===== src/design/assert_macros.svh =====
// Concurrent assertion helpers. Define NO_ASSERTIONS to compile them out.
`ifndef ASSERT_MACROS_SVH
`define ASSERT_MACROS_SVH

`ifndef NO_ASSERTIONS
// Checked on every rising edge of clk, held off while rst_n is low.
`define ASSERT_CLK(lbl, prop, msg) \
  lbl: assert property (@(posedge clk) disable iff (!rst_n) prop) else $error(msg);
// Checked on every rising edge of clk, during reset as well.
`define ASSERT_ALWAYS(lbl, prop, msg) \
  lbl: assert property (@(posedge clk) prop) else $error(msg);
`else
`define ASSERT_CLK(lbl, prop, msg)
`define ASSERT_ALWAYS(lbl, prop, msg)
`endif

`endif


===== src/design/fst_pkg.sv =====
`timescale 1ns / 1ps
`default_nettype none

package fst_pkg;

  localparam int MAX_FRAMES_DEF = 256;

  localparam int PERIOD_W = 16;
  localparam int COUNT_W  = 9;
  localparam int CFG_IDX_W = 1;

  localparam logic [PERIOD_W-1:0] PERIOD_RESET = 16'd100;
  localparam logic [COUNT_W-1:0]  COUNT_RESET  = 9'd1;

  // Configuration register indexes
  localparam logic [CFG_IDX_W-1:0] REG_FRAME_PERIOD = 1'b0;
  localparam logic [CFG_IDX_W-1:0] REG_FRAME_COUNT  = 1'b1;

  // Command codes
  localparam logic [2:0] CMD_TICK   = 3'd0;
  localparam logic [2:0] CMD_LOOP   = 3'd1;
  localparam logic [2:0] CMD_ONCE   = 3'd2;
  localparam logic [2:0] CMD_PAUSE  = 3'd3;
  localparam logic [2:0] CMD_REWIND = 3'd4;

  // Play states
  localparam logic [1:0] PS_PAUSED = 2'd0;
  localparam logic [1:0] PS_ONCE   = 2'd1;
  localparam logic [1:0] PS_LOOP   = 2'd2;

  typedef struct packed {
    logic [2:0]  mode;
    logic [15:0] elapsed_ms;
  } fst_in_t;

  typedef struct packed {
    logic [7:0] frame_index;
    logic [1:0] play_state;
  } fst_out_t;

endpackage

`default_nettype wire


===== src/design/frame_sequence_timer.sv =====
`timescale 1ns / 1ps
`default_nettype none

// A command runs ST_RUN (N frame steps), then ST_HOLD, N the frame steps
//   of a playing tick: one per boundary crossed, plus one if it ends mid-frame.
// Throughput: one command at a time; the next is taken the cycle after the
//   result is loaded into the output register.
// Reset (rst_n low, synchronous): paused, frame 0, time left 100 ms,
//   frame_period 100, frame_count 1.
module frame_sequence_timer
  import fst_pkg::*;
#(
  parameter int MAX_FRAMES = MAX_FRAMES_DEF
) (
  input  wire logic                 clk,
  input  wire logic                 rst_n,
  input  wire logic                 in_valid,
  output logic                      in_stall,
  input  wire fst_in_t              in_data,
  output logic                      out_valid,
  input  wire logic                 out_stall,
  output fst_out_t                  out_data,
  input  wire logic                 cfg_valid,
  output logic                      cfg_ready,
  input  wire logic [CFG_IDX_W-1:0] cfg_index,
  input  wire logic [PERIOD_W-1:0]  cfg_data
);

`include "assert_macros.svh"

  localparam int FW = $clog2(MAX_FRAMES);

  localparam logic [1:0] ST_IDLE = 2'd0;
  localparam logic [1:0] ST_RUN  = 2'd1;
  localparam logic [1:0] ST_HOLD = 2'd2;

  logic [1:0]          state_r, state_nxt;
  logic [2:0]          cmd_r;
  logic [15:0]         elapsed_r, elapsed_nxt;
  logic [15:0]         time_left_r, time_left_nxt;
  logic [FW-1:0]       frame_r, frame_nxt;
  logic [1:0]          run_mode_r, run_mode_nxt;
  logic [PERIOD_W-1:0] frame_period_r;
  logic [COUNT_W-1:0]  frame_count_r;
  logic                out_valid_r;
  fst_out_t            out_data_r;

  logic [PERIOD_W-1:0] eff_period;
  logic                playing;
  logic                in_accept;
  logic                out_free;
  logic [15:0]         step_elapsed;
  logic [15:0]         step_time_left;
  logic [FW-1:0]       step_frame;
  logic [1:0]          step_run_mode;

  assign eff_period = (frame_period_r == '0) ? PERIOD_W'(1) : frame_period_r;
  assign playing    = (run_mode_r == PS_ONCE) || (run_mode_r == PS_LOOP);
  assign in_stall   = (state_r != ST_IDLE) || !rst_n;
  assign in_accept  = in_valid && !in_stall;
  assign out_free   = !out_valid_r || !out_stall;
  assign cfg_ready  = (state_r == ST_IDLE) && rst_n;
  assign out_valid  = out_valid_r;
  assign out_data   = out_data_r;

  fst_step_unit #(
    .MAX_FRAMES(MAX_FRAMES)
  ) u_step (
    .elapsed      (elapsed_r),
    .time_left    (time_left_r),
    .frame        (frame_r),
    .run_mode     (run_mode_r),
    .eff_period   (eff_period),
    .frame_count  (frame_count_r),
    .elapsed_nxt  (step_elapsed),
    .time_left_nxt(step_time_left),
    .frame_nxt    (step_frame),
    .run_mode_nxt (step_run_mode)
  );

  always_comb begin
    state_nxt     = state_r;
    elapsed_nxt   = elapsed_r;
    time_left_nxt = time_left_r;
    frame_nxt     = frame_r;
    run_mode_nxt  = run_mode_r;
    unique case (state_r)
      ST_IDLE: begin
        if (in_accept) begin
          elapsed_nxt = in_data.elapsed_ms;
          state_nxt   = ST_RUN;
        end
      end
      ST_RUN: begin
        if (cmd_r == CMD_TICK && elapsed_r != 16'd0 && playing) begin
          // Consume one frame per cycle
          elapsed_nxt   = step_elapsed;
          time_left_nxt = step_time_left;
          frame_nxt     = step_frame;
          run_mode_nxt  = step_run_mode;
        end else begin
          unique case (cmd_r)
            CMD_LOOP:  run_mode_nxt = PS_LOOP;
            CMD_ONCE:  run_mode_nxt = PS_ONCE;
            CMD_PAUSE: run_mode_nxt = PS_PAUSED;
            CMD_REWIND: begin
              frame_nxt     = '0;
              time_left_nxt = eff_period;
              if (run_mode_r == PS_ONCE) begin
                run_mode_nxt = PS_PAUSED;
              end
            end
            default: ;
          endcase
          state_nxt = ST_HOLD;
        end
      end
      ST_HOLD: begin
        if (out_free) begin
          state_nxt = ST_IDLE;
        end
      end
      default: state_nxt = ST_IDLE;
    endcase
  end

  always_ff @(posedge clk) begin
    if (!rst_n) begin
      state_r        <= ST_IDLE;
      time_left_r    <= PERIOD_RESET;
      frame_r        <= '0;
      run_mode_r     <= PS_PAUSED;
      frame_period_r <= PERIOD_RESET;
      frame_count_r  <= COUNT_RESET;
      out_valid_r    <= 1'b0;
    end else begin
      state_r     <= state_nxt;
      time_left_r <= time_left_nxt;
      frame_r     <= frame_nxt;
      run_mode_r  <= run_mode_nxt;
      if (cfg_valid && cfg_ready) begin
        unique case (cfg_index)
          REG_FRAME_PERIOD: frame_period_r <= cfg_data;
          REG_FRAME_COUNT:  frame_count_r  <= cfg_data[COUNT_W-1:0];
          default: ;
        endcase
      end
      if (state_r == ST_HOLD && out_free) begin
        out_valid_r <= 1'b1;
      end else if (!out_stall) begin
        out_valid_r <= 1'b0;
      end
    end
  end

  always_ff @(posedge clk) begin
    elapsed_r <= elapsed_nxt;
    if (in_accept) begin
      cmd_r <= in_data.mode;
    end
    if (state_r == ST_HOLD && out_free) begin
      out_data_r.frame_index <= 8'(frame_r);
      out_data_r.play_state  <= run_mode_r;
    end
  end

  `ASSERT_CLK(a_time_left_nonzero, time_left_r != 16'd0, "time left reached zero")
  `ASSERT_CLK(a_accept_starts_run, in_accept |=> state_r == ST_RUN, "accept did not start run")
  `ASSERT_CLK(a_run_mode_legal, run_mode_r != 2'd3, "illegal run mode")
  `ASSERT_CLK(a_result_leaves_hold, (state_r == ST_HOLD && out_free) |=> out_valid_r,
              "result not loaded")

endmodule

`default_nettype wire


===== src/design/fst_step_unit.sv =====
`timescale 1ns / 1ps
`default_nettype none

// One frame step: a single subtract of elapsed time against the time left
// in the current frame, then a frame advance with wrap when it runs out.
module fst_step_unit
  import fst_pkg::*;
#(
  parameter int MAX_FRAMES = MAX_FRAMES_DEF
) (
  input  wire logic [15:0]                   elapsed,
  input  wire logic [15:0]                   time_left,
  input  wire logic [$clog2(MAX_FRAMES)-1:0] frame,
  input  wire logic [1:0]                    run_mode,
  input  wire logic [PERIOD_W-1:0]           eff_period,
  input  wire logic [COUNT_W-1:0]            frame_count,
  output logic      [15:0]                   elapsed_nxt,
  output logic      [15:0]                   time_left_nxt,
  output logic      [$clog2(MAX_FRAMES)-1:0] frame_nxt,
  output logic      [1:0]                    run_mode_nxt
);

  localparam int FW = $clog2(MAX_FRAMES);
  localparam int CW = (FW + 1 > COUNT_W + 1) ? FW + 1 : COUNT_W + 1;

  logic [16:0]   tl_minus;
  logic          expired;
  logic [CW-1:0] eff_count;
  logic [CW-1:0] frame_inc;

  assign tl_minus = {1'b0, time_left} - {1'b0, elapsed};
  // Borrow or exact zero: the frame runs out on this step
  assign expired  = tl_minus[16] || (tl_minus[15:0] == 16'd0);

  always_comb begin
    eff_count = CW'(frame_count);
    if (frame_count == '0) begin
      eff_count = CW'(1);
    end
    if (eff_count > CW'(MAX_FRAMES)) begin
      eff_count = CW'(MAX_FRAMES);
    end
  end

  assign frame_inc = CW'(frame) + CW'(1);

  always_comb begin
    elapsed_nxt   = '0;
    time_left_nxt = tl_minus[15:0];
    frame_nxt     = frame;
    run_mode_nxt  = run_mode;
    if (expired) begin
      // Remaining time carries into the next frame
      elapsed_nxt   = 16'(~tl_minus[15:0] + 16'd1);
      time_left_nxt = eff_period;
      if (frame_inc >= eff_count) begin
        frame_nxt = '0;
        if (run_mode == PS_ONCE) begin
          run_mode_nxt = PS_PAUSED;
        end
      end else begin
        frame_nxt = FW'(frame_inc);
      end
    end
  end

endmodule

`default_nettype wire

===== config.mk =====
export PLATFORM = sky130hd
export DESIGN_NAME = frame_sequence_timer
export DESIGN_NICKNAME = d
export VERILOG_FILES = /design/src/design/fst_pkg.sv /design/src/design/frame_sequence_timer.sv /design/src/design/fst_step_unit.sv
export VERILOG_INCLUDE_DIRS = /design/src /design/src/design
export SDC_FILE = /design/constraint.sdc
export NUM_CORES = 1
export LEC_CHECK = 0
export BUFFER_PORTS_ARGS = -buffer_cell sky130_fd_sc_hd__buf_2
export CORE_MARGIN = 4
export CORE_UTILIZATION = 30
export CTS_CLUSTER_DIAMETER = 100
export DETAILED_ROUTE_END_ITERATION = 8
export GPL_TIMING_DRIVEN = 0
export RECOVER_POWER = 50
export SETUP_SLACK_MARGIN = 0.5
export SLEW_MARGIN = 20
export SYNTH_ARGS = -nofsm -noshare
export SYNTH_HDL_FRONTEND = slang
export SYNTH_SLANG_ARGS = --single-unit

===== constraint.sdc =====
create_clock -name clk -period 5.2 [get_ports clk]
set_input_delay 0 -clock clk [delete_from_list [all_inputs] [get_ports clk]]
set_output_delay 0 -clock clk [all_outputs]
set_load 0.005 [all_outputs]

== Word-level counts from Yosys, hierarchy flattened ==
Cells that the tools add are included.

* $add $sub $neg: 3
* Multiply operators: 0
* Div/mod/pow operators: 0
* Order comparisons: 2
* Eq/ne operators: 15
* Shifts and indexed selects: 0
* Mux-type cells: 25
* Bitwise logic cells: 2
* Reductions and logical operators: 31

{| class="wikitable"
|+ Operators by type and width
! operator !! number
|-
| two-way mux 16 bit || 7
|-
| zero test 16 bit || 2
|-
| two-way mux 8 bit || 4
|-
| case mux 16 bit (2 select lines) || 1
|-
| two-way mux 9 bit || 2
|-
| subtractor 16 x 16 -> 17 bit || 1
|-
| adder 16 x 1 -> 16 bit (second input constant) || 1
|-
| NOT 16 bit || 1
|-
| nonzero test 16 bit || 1
|-
| two-way mux 2 bit || 7
|-
| greater-or-equal comparator 10 x 9 -> 1 bit || 1
|-
| adder 8 x 1 -> 9 bit (second input constant) || 1
|-
| greater-than comparator 9 bit (second input constant) || 1
|-
| zero test 9 bit || 1
|-
| AND reduction 3 bit || 3
|-
| inequality test 2 bit (second input constant) || 4
|-
| case mux 2 bit (4 select lines) || 1
|-
| == test 3 x 2 -> 1 bit (second input constant) || 2
|-
| logical AND 1 bit || 6
|-
| inequality test 2 x 1 -> 1 bit (second input constant) || 3
|-
| case mux 2 bit (3 select lines) || 1
|-
| AND reduction 2 bit || 3
|-
| nonzero test 2 bit || 3
|-
| nonzero test 5 bit || 1
|-
| other kinds (11) || 20
|}

* Flip-flop bits (word level): 83
* Latch bits: 0
* RAM bits: 0
* ROM bits: 0
* Input bits: 41
* Output and inout port bits: 13
* Memories: 0

== Logic depth before layout (Yosys ltp) ==
Gate-level depths: netlist (run 1).

* Depth in word-level cells: 8
* Depth in mapped cells: 15
* Mapped depth without buffers: 13

== By module ==
Synthesis (run 1) repeated with hierarchy kept, for this count alone.

* Cell total of the unflattened synthesis: 680
* Area total of the unflattened synthesis: 5800.6 µm²

{| class="wikitable"
|+ Modules (own cells, without submodules)
! module !! times used !! cells each !! area each (µm²) !! seq. area each (µm²)
|-
| frame_sequence_timer || 1 || 373 || 3642.2 || 1951.9
|-
| fst_step_unit || 1 || 307 || 2158.3 || 0.0
|}

== Worst setup path after synthesis (run 1) ==
OpenSTA, ideal clock, no wires.

* Path type: register -> register
* Start point: reg elapsed_r[0]
* End point: reg frame_r[0]
* Library setup time: 0.074 ns
* Arrival: 3.391 ns
* Required time: 5.126 ns
* Setup slack: 1.735 ns
* Cell stages (with the launch flop): 14
* Path buffers: 1
* Period minus slack after synthesis: 3.465 ns
* Path through: edfxtp_1 > ha_1 > inv_1 > fa_1 > a21o_1 > a221oi_2 > nor3_2 > mux2i_1 > or4_1 > buf_2 > nor4_4 > a21oi_2 > or3_4 > o22ai_2

* Cells in the longest elaborated chain, start to end: 5
* Elaborated cells between the ends (all ways): 10
* Those cells by class: add/sub (1); eq/ne (1); mux (1); reduce/logical (7)

{| class="wikitable"
|+ RTL lines
! item !! RTL line !! RTL
|-
| start: declaration || frame_sequence_timer.sv:39 || <nowiki>logic [15:0] elapsed_r, elapsed_nxt;</nowiki>
|-
| start signal: assignment || frame_sequence_timer.sv:157 || <nowiki>elapsed_r <= elapsed_nxt;</nowiki>
|-
| subtractor 16 x 16 -> 17 bit / nonzero test 16 bit (equally long branches) || fst_step_unit.sv:31, frame_sequence_timer.sv:95 ||
|-
| zero test 16 bit / logical AND 1 bit (equally long branches) || fst_step_unit.sv:33, frame_sequence_timer.sv:95 ||
|-
| logical OR 1 bit / logical AND 1 bit (equally long branches) || fst_step_unit.sv:33, frame_sequence_timer.sv:95 ||
|-
| inequality test 2 x 1 -> 1 bit (no line) / nonzero test 2 bit (equally long branches) || - ||
|-
| AND reduction 3 bit (no line) || - ||
|-
| end signal: assignment || frame_sequence_timer.sv:139 || <nowiki>frame_r <= frame_nxt;</nowiki>
|-
| end: declaration || frame_sequence_timer.sv:41 || <nowiki>logic [FW-1:0] frame_r, frame_nxt;</nowiki>
|}

Parallel ways exist; a longest one is shown, timed or not.
A chain may end at the register's enable or synchronous reset.

== Final worst setup path (run 1) ==
* Start point: reg elapsed_r[0]
* End point: reg elapsed_r[3] (data pin)

* Cells in the longest elaborated chain, start to end: 6
* Elaborated cells between the ends (all ways): 8
* Those cells by class: add/sub (2); mux (3); bitwise (1); reduce/logical (2)

{| class="wikitable"
|+ RTL lines
! item !! RTL line !! RTL
|-
| subtractor 16 x 16 -> 17 bit * || fst_step_unit.sv:31 || <nowiki>assign tl_minus = {1'b0, time_left} - {1'b0, elapsed};</nowiki>
|-
| NOT 16 bit / zero test 16 bit (equally long branches) || fst_step_unit.sv:54, fst_step_unit.sv:33 ||
|-
| adder 16 x 1 -> 16 bit / logical OR 1 bit (equally long branches) || fst_step_unit.sv:54, fst_step_unit.sv:33 ||
|-
| two-way mux 16 bit * || fst_step_unit.sv:52 || <nowiki>if (expired) begin</nowiki>
|-
| two-way mux 16 bit * || frame_sequence_timer.sv:95 || <nowiki>if (cmd_r == CMD_TICK && elapsed_r != 16'd0 && playing) begin</nowiki>
|-
| case mux 16 bit (2 select lines) * || frame_sequence_timer.sv:87 || <nowiki>unique case (state_r)</nowiki>
|-
| named net elapsed_nxt[3] || frame_sequence_timer.sv:39 ||
|}

The timed path passes the listed nets; every way through them passes the cells marked *. The select of a mux whose other input is x is not followed.

==> results of run 1 <==
-- final cells by class --
type | instances | area (sq um)
repair buffers | 88 | 604
multi-input cells | 430 | 2880
fillers | 1694 | 10300
clock inverters | 5 | 58.8
well taps | 220 | 275
flip-flops and latches | 83 | 1950
inverters | 28 | 105
plain buffers | 28 | 118
clock buffers | 11 | 243
-- metrics by stage --
step           power (mW)   util  hold WS, ns
5_1_grt              1.67  0.377       0.0332
3_5_place_dp        0.942  0.338        0.182
4_1_cts              1.62  0.378      0.00437
6_report             1.61  0.377       0.0127
3_3_place_gp        0.941  0.338        0.189
2_1_floorplan       0.870      -       0.0989
-- power by group --
| part | switching, mW | internal (mW) | leakage, nW | total, mW |
|---|---|---|---|---|
| logic | 0.136 | 0.103 | 1.61 | 0.239 |
| clock network | 0.278 | 0.388 | 0.150 | 0.666 |
| registers | 0.0148 | 0.694 | 0.712 | 0.709 |
| total | 0.429 | 1.19 | 2.47 | 1.61 |
-- sequential cells by signal (all words and copies together) (netlist names) --
register        count
run_mode_r          2
elapsed_r          16
time_left_r        16
frame_r             8
cmd_r               3
out_data           10
state_r             2
out_valid           1
frame_period_r     16
frame_count_r       9
-- how the worst max path moves through the flow --
| stage | endpoint | slack [ns] | cells after the start |
|---|---|---|---|
| 3_3_place_gp | elapsed_r[1]$_DFFE_PP_ | 1.03 | 15 |
| 3_5_place_dp | elapsed_r[11]$_DFFE_PP_ | 1.01 | 14 |
| 2_1_floorplan | frame_r[0]$_SDFFE_PN0P_ | 1.73 | 13 |
| 4_1_cts | elapsed_r[7]$_DFFE_PP_ | 0.99 | 14 |
| 6_report | elapsed_r[3]$_DFFE_PP_ | 0.93 | 14 |
| 5_1_grt | elapsed_r[5]$_DFFE_PP_ | 0.76 | 15 |
-- placed cells by master, fill, tap and decap left out, types with 16 or more instances in the layout --
cell type / instances
edfxtp_1: 29
mux2i_1: 16
xnor2_1: 16
buf_2: 44
dfxtp_1: 54
clkbuf_1: 34
nand2_1: 69
ha_1: 29
a21oi_1: 35
dlygate4sd3_1: 36
o21ai_0: 36
inv_1: 27
nor2_1: 25
-- metal layers --
metal  part of all wire  vias to the layer above
met5                  0                        -
met4              0.020                        0
met3              0.040                       22
met2               0.44                       95
met1               0.50                     2080
li1                   -                     2274
-- worst max-delay path: stages (launching register included) --
cell and delay, ns:
edfxtp_1 0.36, ha_1 0.17, inv_1 0.05, fa_1 0.40, a21o_1 0.21, a221oi_2 0.50, nor3_2 0.13, mux2i_1 0.14
or4_1 0.53, buf_2 0.18, nor4_4 0.33, a21oi_1 0.23, nor2_1 0.39, buf_2 0.34, a22o_1 0.16
-- kinds of logic (layout without fill, tap and decap cells) --
kind of cell,Yosys count,in the layout,synth area share
AOI/OAI and AO/OA,160,160,0.213
xor gates and xnor gates,27,27,0.0468
adders and majority gates,30,30,0.0757
buffers and inverters,56,160,0.0440
DFF,83,83,0.386
muxes,17,17,0.0339
and+or+nand+nor,196,196,0.201
-- timing repair --
action / in CTS / in global routing
hold buffers: 36 / 0
endpoints found under the setup margin: 0 / 0
resized for setup: 0 / 0
hold endpoints to repair: 45 / 0
==> impl_metrics.json, run 1 <==
{
  "worstHoldStart": "out_stall",
  "post-place-cells": 841,
  "worst_slack_ns": 0.931,
  "cts_root_buf": "clkbuf_16",
  "max_freq_ghz": 0.234,
  "final_area_sq_um": 6240,
  "rsz0062_at_grt": "no",
  "reg2reg_from": "elapsed_r[0]$_DFFE_PP_",
  "worst_ep_required_time_ns": 5.42,
  "synthArstFlopShare": 0,
  "layoutNonFillerInstCount": 893,
  "insertion_delay_ns": 0.35,
  "outcome": "completed",
  "yosysMostFrequentCell": "nand2_1",
  "io_buffer_count": 52,
  "crit_arrival_ns": 4.49,
  "via_count": 4471,
  "antenna_found_initial": 0,
  "slew_violations": 0,
  "seq_area_frac_synth": 0.386,
  "worstMarginPinSlew_ns": 0.953,
  "core_sq_um": 16500,
  "busiest_layer": "met2",
  "worst_r2r_path_depth": 14,
  "die_w_microns": 138,
  "post_cts_buffers": 0,
  "syn-cell-area_sq_um": 5060,
  "met2_usage": 0.235,
  "firstDrtPassIters": 5,
  "post_drt_wl_per_cell_microns": 15.9,
  "yosysWarnings": 0,
  "rows": 47,
  "netlist_top_cells_area": "dfxtp_1 (21%), edfxtp_1 (17%), ha_1 (7.2%)",
  "use_met1": 0.212,
  "n_antenna_cell": 0,
  "crit_start": "elapsed_r[0]$_DFFE_PP_",
  "synthesis.instances": 569,
  "finalWirelength_microns": 14200,
  "detailedPlacementHpwl_microns": 10700,
  "avgSynthCellArea_sq_um": 8.89,
  "drive_gt1_frac": 0.113,
  "end_kind": "flip-flop",
  "placed_cell_area_sq_um": 5590,
  "synth.largest_area_cell": "dfxtp_1",
  "pre_cts_slack_ns": 1.01,
  "cts_sinks": 83,
  "dr.first_iter.drc_count": 323,
  "critPathMaxFanout": 10,
  "ir_drop_mv": 0.159,
  "hold_viol": 0,
  "grt.total_usage": 0.152,
  "setup-tns-final_ns": 0,
  "htree_levels": 3,
  "synth_common_cells": "nand2_1 (69), dfxtp_1 (54), o21ai_0 (36), a21oi_1 (35)",
  "layout.nets": 739,
  "grt_max_degree": 17,
  "yosysTopAreaCellShare": 0.214,
  "synth_top_flop_cell": "dfxtp_1",
  "dieArea_sq_um": 19000,
  "synth_fp_nets": 640,
  "worst_r2r_endpoint": "elapsed_r[3]$_DFFE_PP_",
  "synthToLayoutAreaGrowth_pct": 23.4,
  "drc_errors": 0,
  "min_period_over_period": 0.821,
  "synth.distinct_cells": 66,
  "fin_crit_ns": 4.27,
  "routabilityCongestion": 0.832,
  "relSlewSlack": 0.365,
  "min_path_type": "in2reg",
  "power_leakage_nw": 2.47,
  "met3_usage": 0.0307,
  "setup_viol": 0,
  "cp-start-kind": "flip-flop",
  "fin_worst_skew_ns": 0.00741,
  "holdPathStages": 3,
  "r2r_slack_ns": 0.93,
  "max_cap_violations": 0,
  "cts_max_path_buffers": 2,
  "synth-edff-count": 29,
  "whs_endpoint": "out_valid$_SDFFE_PN0P_",
  "antenna_left": 0,
  "start_util": 0.306,
  "grt_pass1_vias": 4273,
  "power_density_nw_per_um2": 259,
  "cts_tree": "done",
  "ys_seq_elements": 83,
  "cts_made_buffers": 9,
  "clk_pin_slew_ns": 0.06,
  "io_pins": 54,
  "viasPerCell": 5.01,
  "grt_pass1_wl_microns": 22300,
  "crit_type": "reg2reg",
  "gr-total-overflow": 0,
  "chipHeight_microns": 138
}
No activity file was read; power rests on OpenSTA's default activity.
==> run 2, diff against run 1 <==
ABC_AREA = 1   (was default)
clock period = 3.6 ns   (was 5.2 ns; I/O delays follow)
==> impl_metrics.json, run 2 <==
{
  "detailedPlacementHpwl_microns": 11300,
  "synth.distinct_cells": 39,
  "syn-cell-area_sq_um": 5420,
  "rows": 48,
  "insertion_delay_ns": 0.35,
  "seq_area_frac_synth": 0.360,
  "layout.nets": 949,
  "synthToLayoutAreaGrowth_pct": 22.5,
  "io_buffer_count": 53,
  "hold_viol": 0,
  "max_freq_ghz": 0.350,
  "ir_drop_mv": 0.193,
  "setup_viol": 0,
  "met3RoutedLength_microns": 570,
  "cts_sinks": 83,
  "routabilityCongestion": 0.889,
  "min_path_type": "in2reg",
  "dr_wl_met2_microns": 6460,
  "drive_gt1_frac": 0.116,
  "io_pins": 54,
  "core_sq_um": 17500,
  "cp-start-kind": "flip-flop",
  "avgSynthCellArea_sq_um": 6.97,
  "worstMarginPinSlew_ns": 0.934,
  "fin_worst_skew_ns": 0.00753,
  "cts_root_buf": "clkbuf_16",
  "die_w_microns": 142,
  "seqCellArea_sq_um": 1950,
  "final_common_cell": "nand2_1",
  "start_util": 0.310,
  "antenna_found_initial": 0,
  "power_leakage_nw": 3.16,
  "yosysTopAreaCellShare": 0.200,
  "grt_pass1_wl_microns": 23700,
  "crit_start": "elapsed_r[0]$_DFFE_PP_",
  "worstHoldStart": "cfg_index",
  "setup-tns-final_ns": 0,
  "power_density_nw_per_um2": 345,
  "slew_violations": 0,
  "gr-total-overflow": 0,
  "max_cap_violations": 0,
  "cts_tree": "done",
  "final_cell_mix": "nand2_1 (215), inv_1 (128), nor2_1 (63)",
  "synthArstFlopShare": 0,
  "clk_pin_slew_ns": 0.06,
  "synth_common_cells": "nand2_1 (216), inv_1 (130), nor2_1 (65), a21oi_1 (55), dfxtp_1 (54)",
  "outcome": "completed",
  "min_period_over_period": 0.794,
  "antenna_left": 0,
  "synthesis.instances": 777,
  "viasPerCell": 4.56,
  "rsz0062_at_grt": "yes",
  "cts_made_buffers": 9,
  "hold_slack_ns": 0.00323,
  "critPathMaxFanout": 10,
  "top_layer": "met4",
  "multiInputGateArea_sq_um": 2850,
  "grt.total_usage": 0.146,
  "crit_arrival_ns": 3.05,
  "synth_fp_nets": 848,
  "post_drt_wl_per_cell_microns": 12.9,
  "chipHeight_microns": 142,
  "synth_top_flop_cell": "dfxtp_1",
  "synth-edff-count": 29,
  "dieArea_sq_um": 20300,
  "fin_util": 0.380,
  "dr.first_iter.drc_count": 342,
  "crit_type": "reg2reg",
  "m1WireLength_microns": 6950,
  "cts_max_path_buffers": 2,
  "reg2reg_from": "elapsed_r[0]$_DFFE_PP_",
  "yosysWarnings": 0,
  "fin_crit_ns": 2.86,
  "via_count": 5058,
  "ys_seq_elements": 83,
  "firstDrtPassIters": 5,
  "end_kind": "flip-flop",
  "n_antenna_cell": 0,
  "netlist_top_cells_area": "dfxtp_1 (20%), edfxtp_1 (16%), nand2_1 (15%)",
  "relSlewSlack": 0.378,
  "synth.largest_area_cell": "dfxtp_1",
  "fillers": 1832,
  "worst_ep_required_time_ns": 3.80,
  "grt_max_degree": 17,
  "finalWirelength_microns": 14300,
  "htree_levels": 3,
  "grt_pass1_vias": 4829,
  "yosysMostFrequentCell": "nand2_1",
  "largestRegisters": "elapsed_r: 16 flops, frame_period_r: 16 flops, time_left_r: 16 flops",
  "drc_errors": 0
}
[run 2: changes by cell type after synthesis, moves of 20 or more]
cell     delta
a21oi_1    +20
nand3_1    +25
nand2_1   +147
nand4_1    +24
inv_1     +103
nor2_1     +40
[run 2: per-stage QoR]
stage / power, mW / worst slack, ns / cell area (sq um) / std cells
after CTS: 2.31 / 0.503 / 6630 / 1108
after floorplan: 1.24 / 0.918 / 5420 / 777
after global routing: 2.40 / 0.498 / 6640 / 1108
after detailed placement: 1.34 / 0.538 / 5960 / 1055
after global placement: 1.34 / 0.525 / 5960 / 1055
final: 2.29 / 0.742 / 6640 / 1108
[run 2: area by class of cell]
class                      count  area share
multi-input combinational    538       0.430
sequential                    83       0.294
inverter                     137      0.0775
tap                          225      0.0424
clock inverter                 7      0.0111
clock buffer                   9      0.0339
buffer                        19      0.0170
timing repair buffer          90      0.0941
[run 2: where the power goes]
part / switching (mW) / internal, mW
clock: 0.394 / 0.542
sequential: 0.0175 / 1.00
combinational: 0.202 / 0.130
[run 2: kinds of logic after synthesis]
group	after synthesis	share of synthesized area
AO/OA/AOI/OAI	101	0.0975
XOR/XNOR	15	0.0243
adder cells (fa/ha/maj)	30	0.0707
buffers and inverters	156	0.116
flip-flops	83	0.360
AND/OR/NAND/NOR	392	0.331
[run 2: worst max-delay path: stages (launching register included)]
cell and delay (ns):
edfxtp_1 0.40, ha_1 0.22, inv_2 0.09, fa_1 0.45
inv_2 0.09, ha_1 0.16, inv_1 0.05, nor2_2 0.15
nand3_2 0.14, nor2_4 0.15, nand3_4 0.09, nor2_4 0.14
nand2_4 0.08, nand2_1 0.08, nand2_2 0.10, buf_6 0.18
o21ai_1 0.13
[run 2: worst paths after layout]
check	slack, ns	cells past startpoint	endpoint
min reg2reg	0.48	2	frame_period_r[12]$_SDFFE_PN0P_
max reg2reg	0.74	16	elapsed_r[0]$_DFFE_PP_
min	0.003	3	frame_period_r[6]$_SDFFE_PN1P_
max	0.74	16	elapsed_r[0]$_DFFE_PP_
[run 2: layer usage]
metal | vias to the layer above | global-route usage
met3 | 18 | 0.0198
met1 | 2248 | 0.199
li1 | 2694 | -
met5 | - | 0
met2 | 98 | 0.239
met4 | 0 | 0.0440
[run 2: repair_timing]
action | CTS | global route
gates resized for setup | 0 | 7
buffers inserted | 0 | 0
hold buffers | 37 | 0
setup endpoints to repair | 0 | 42
endpoints found under the hold margin | 46 | 0
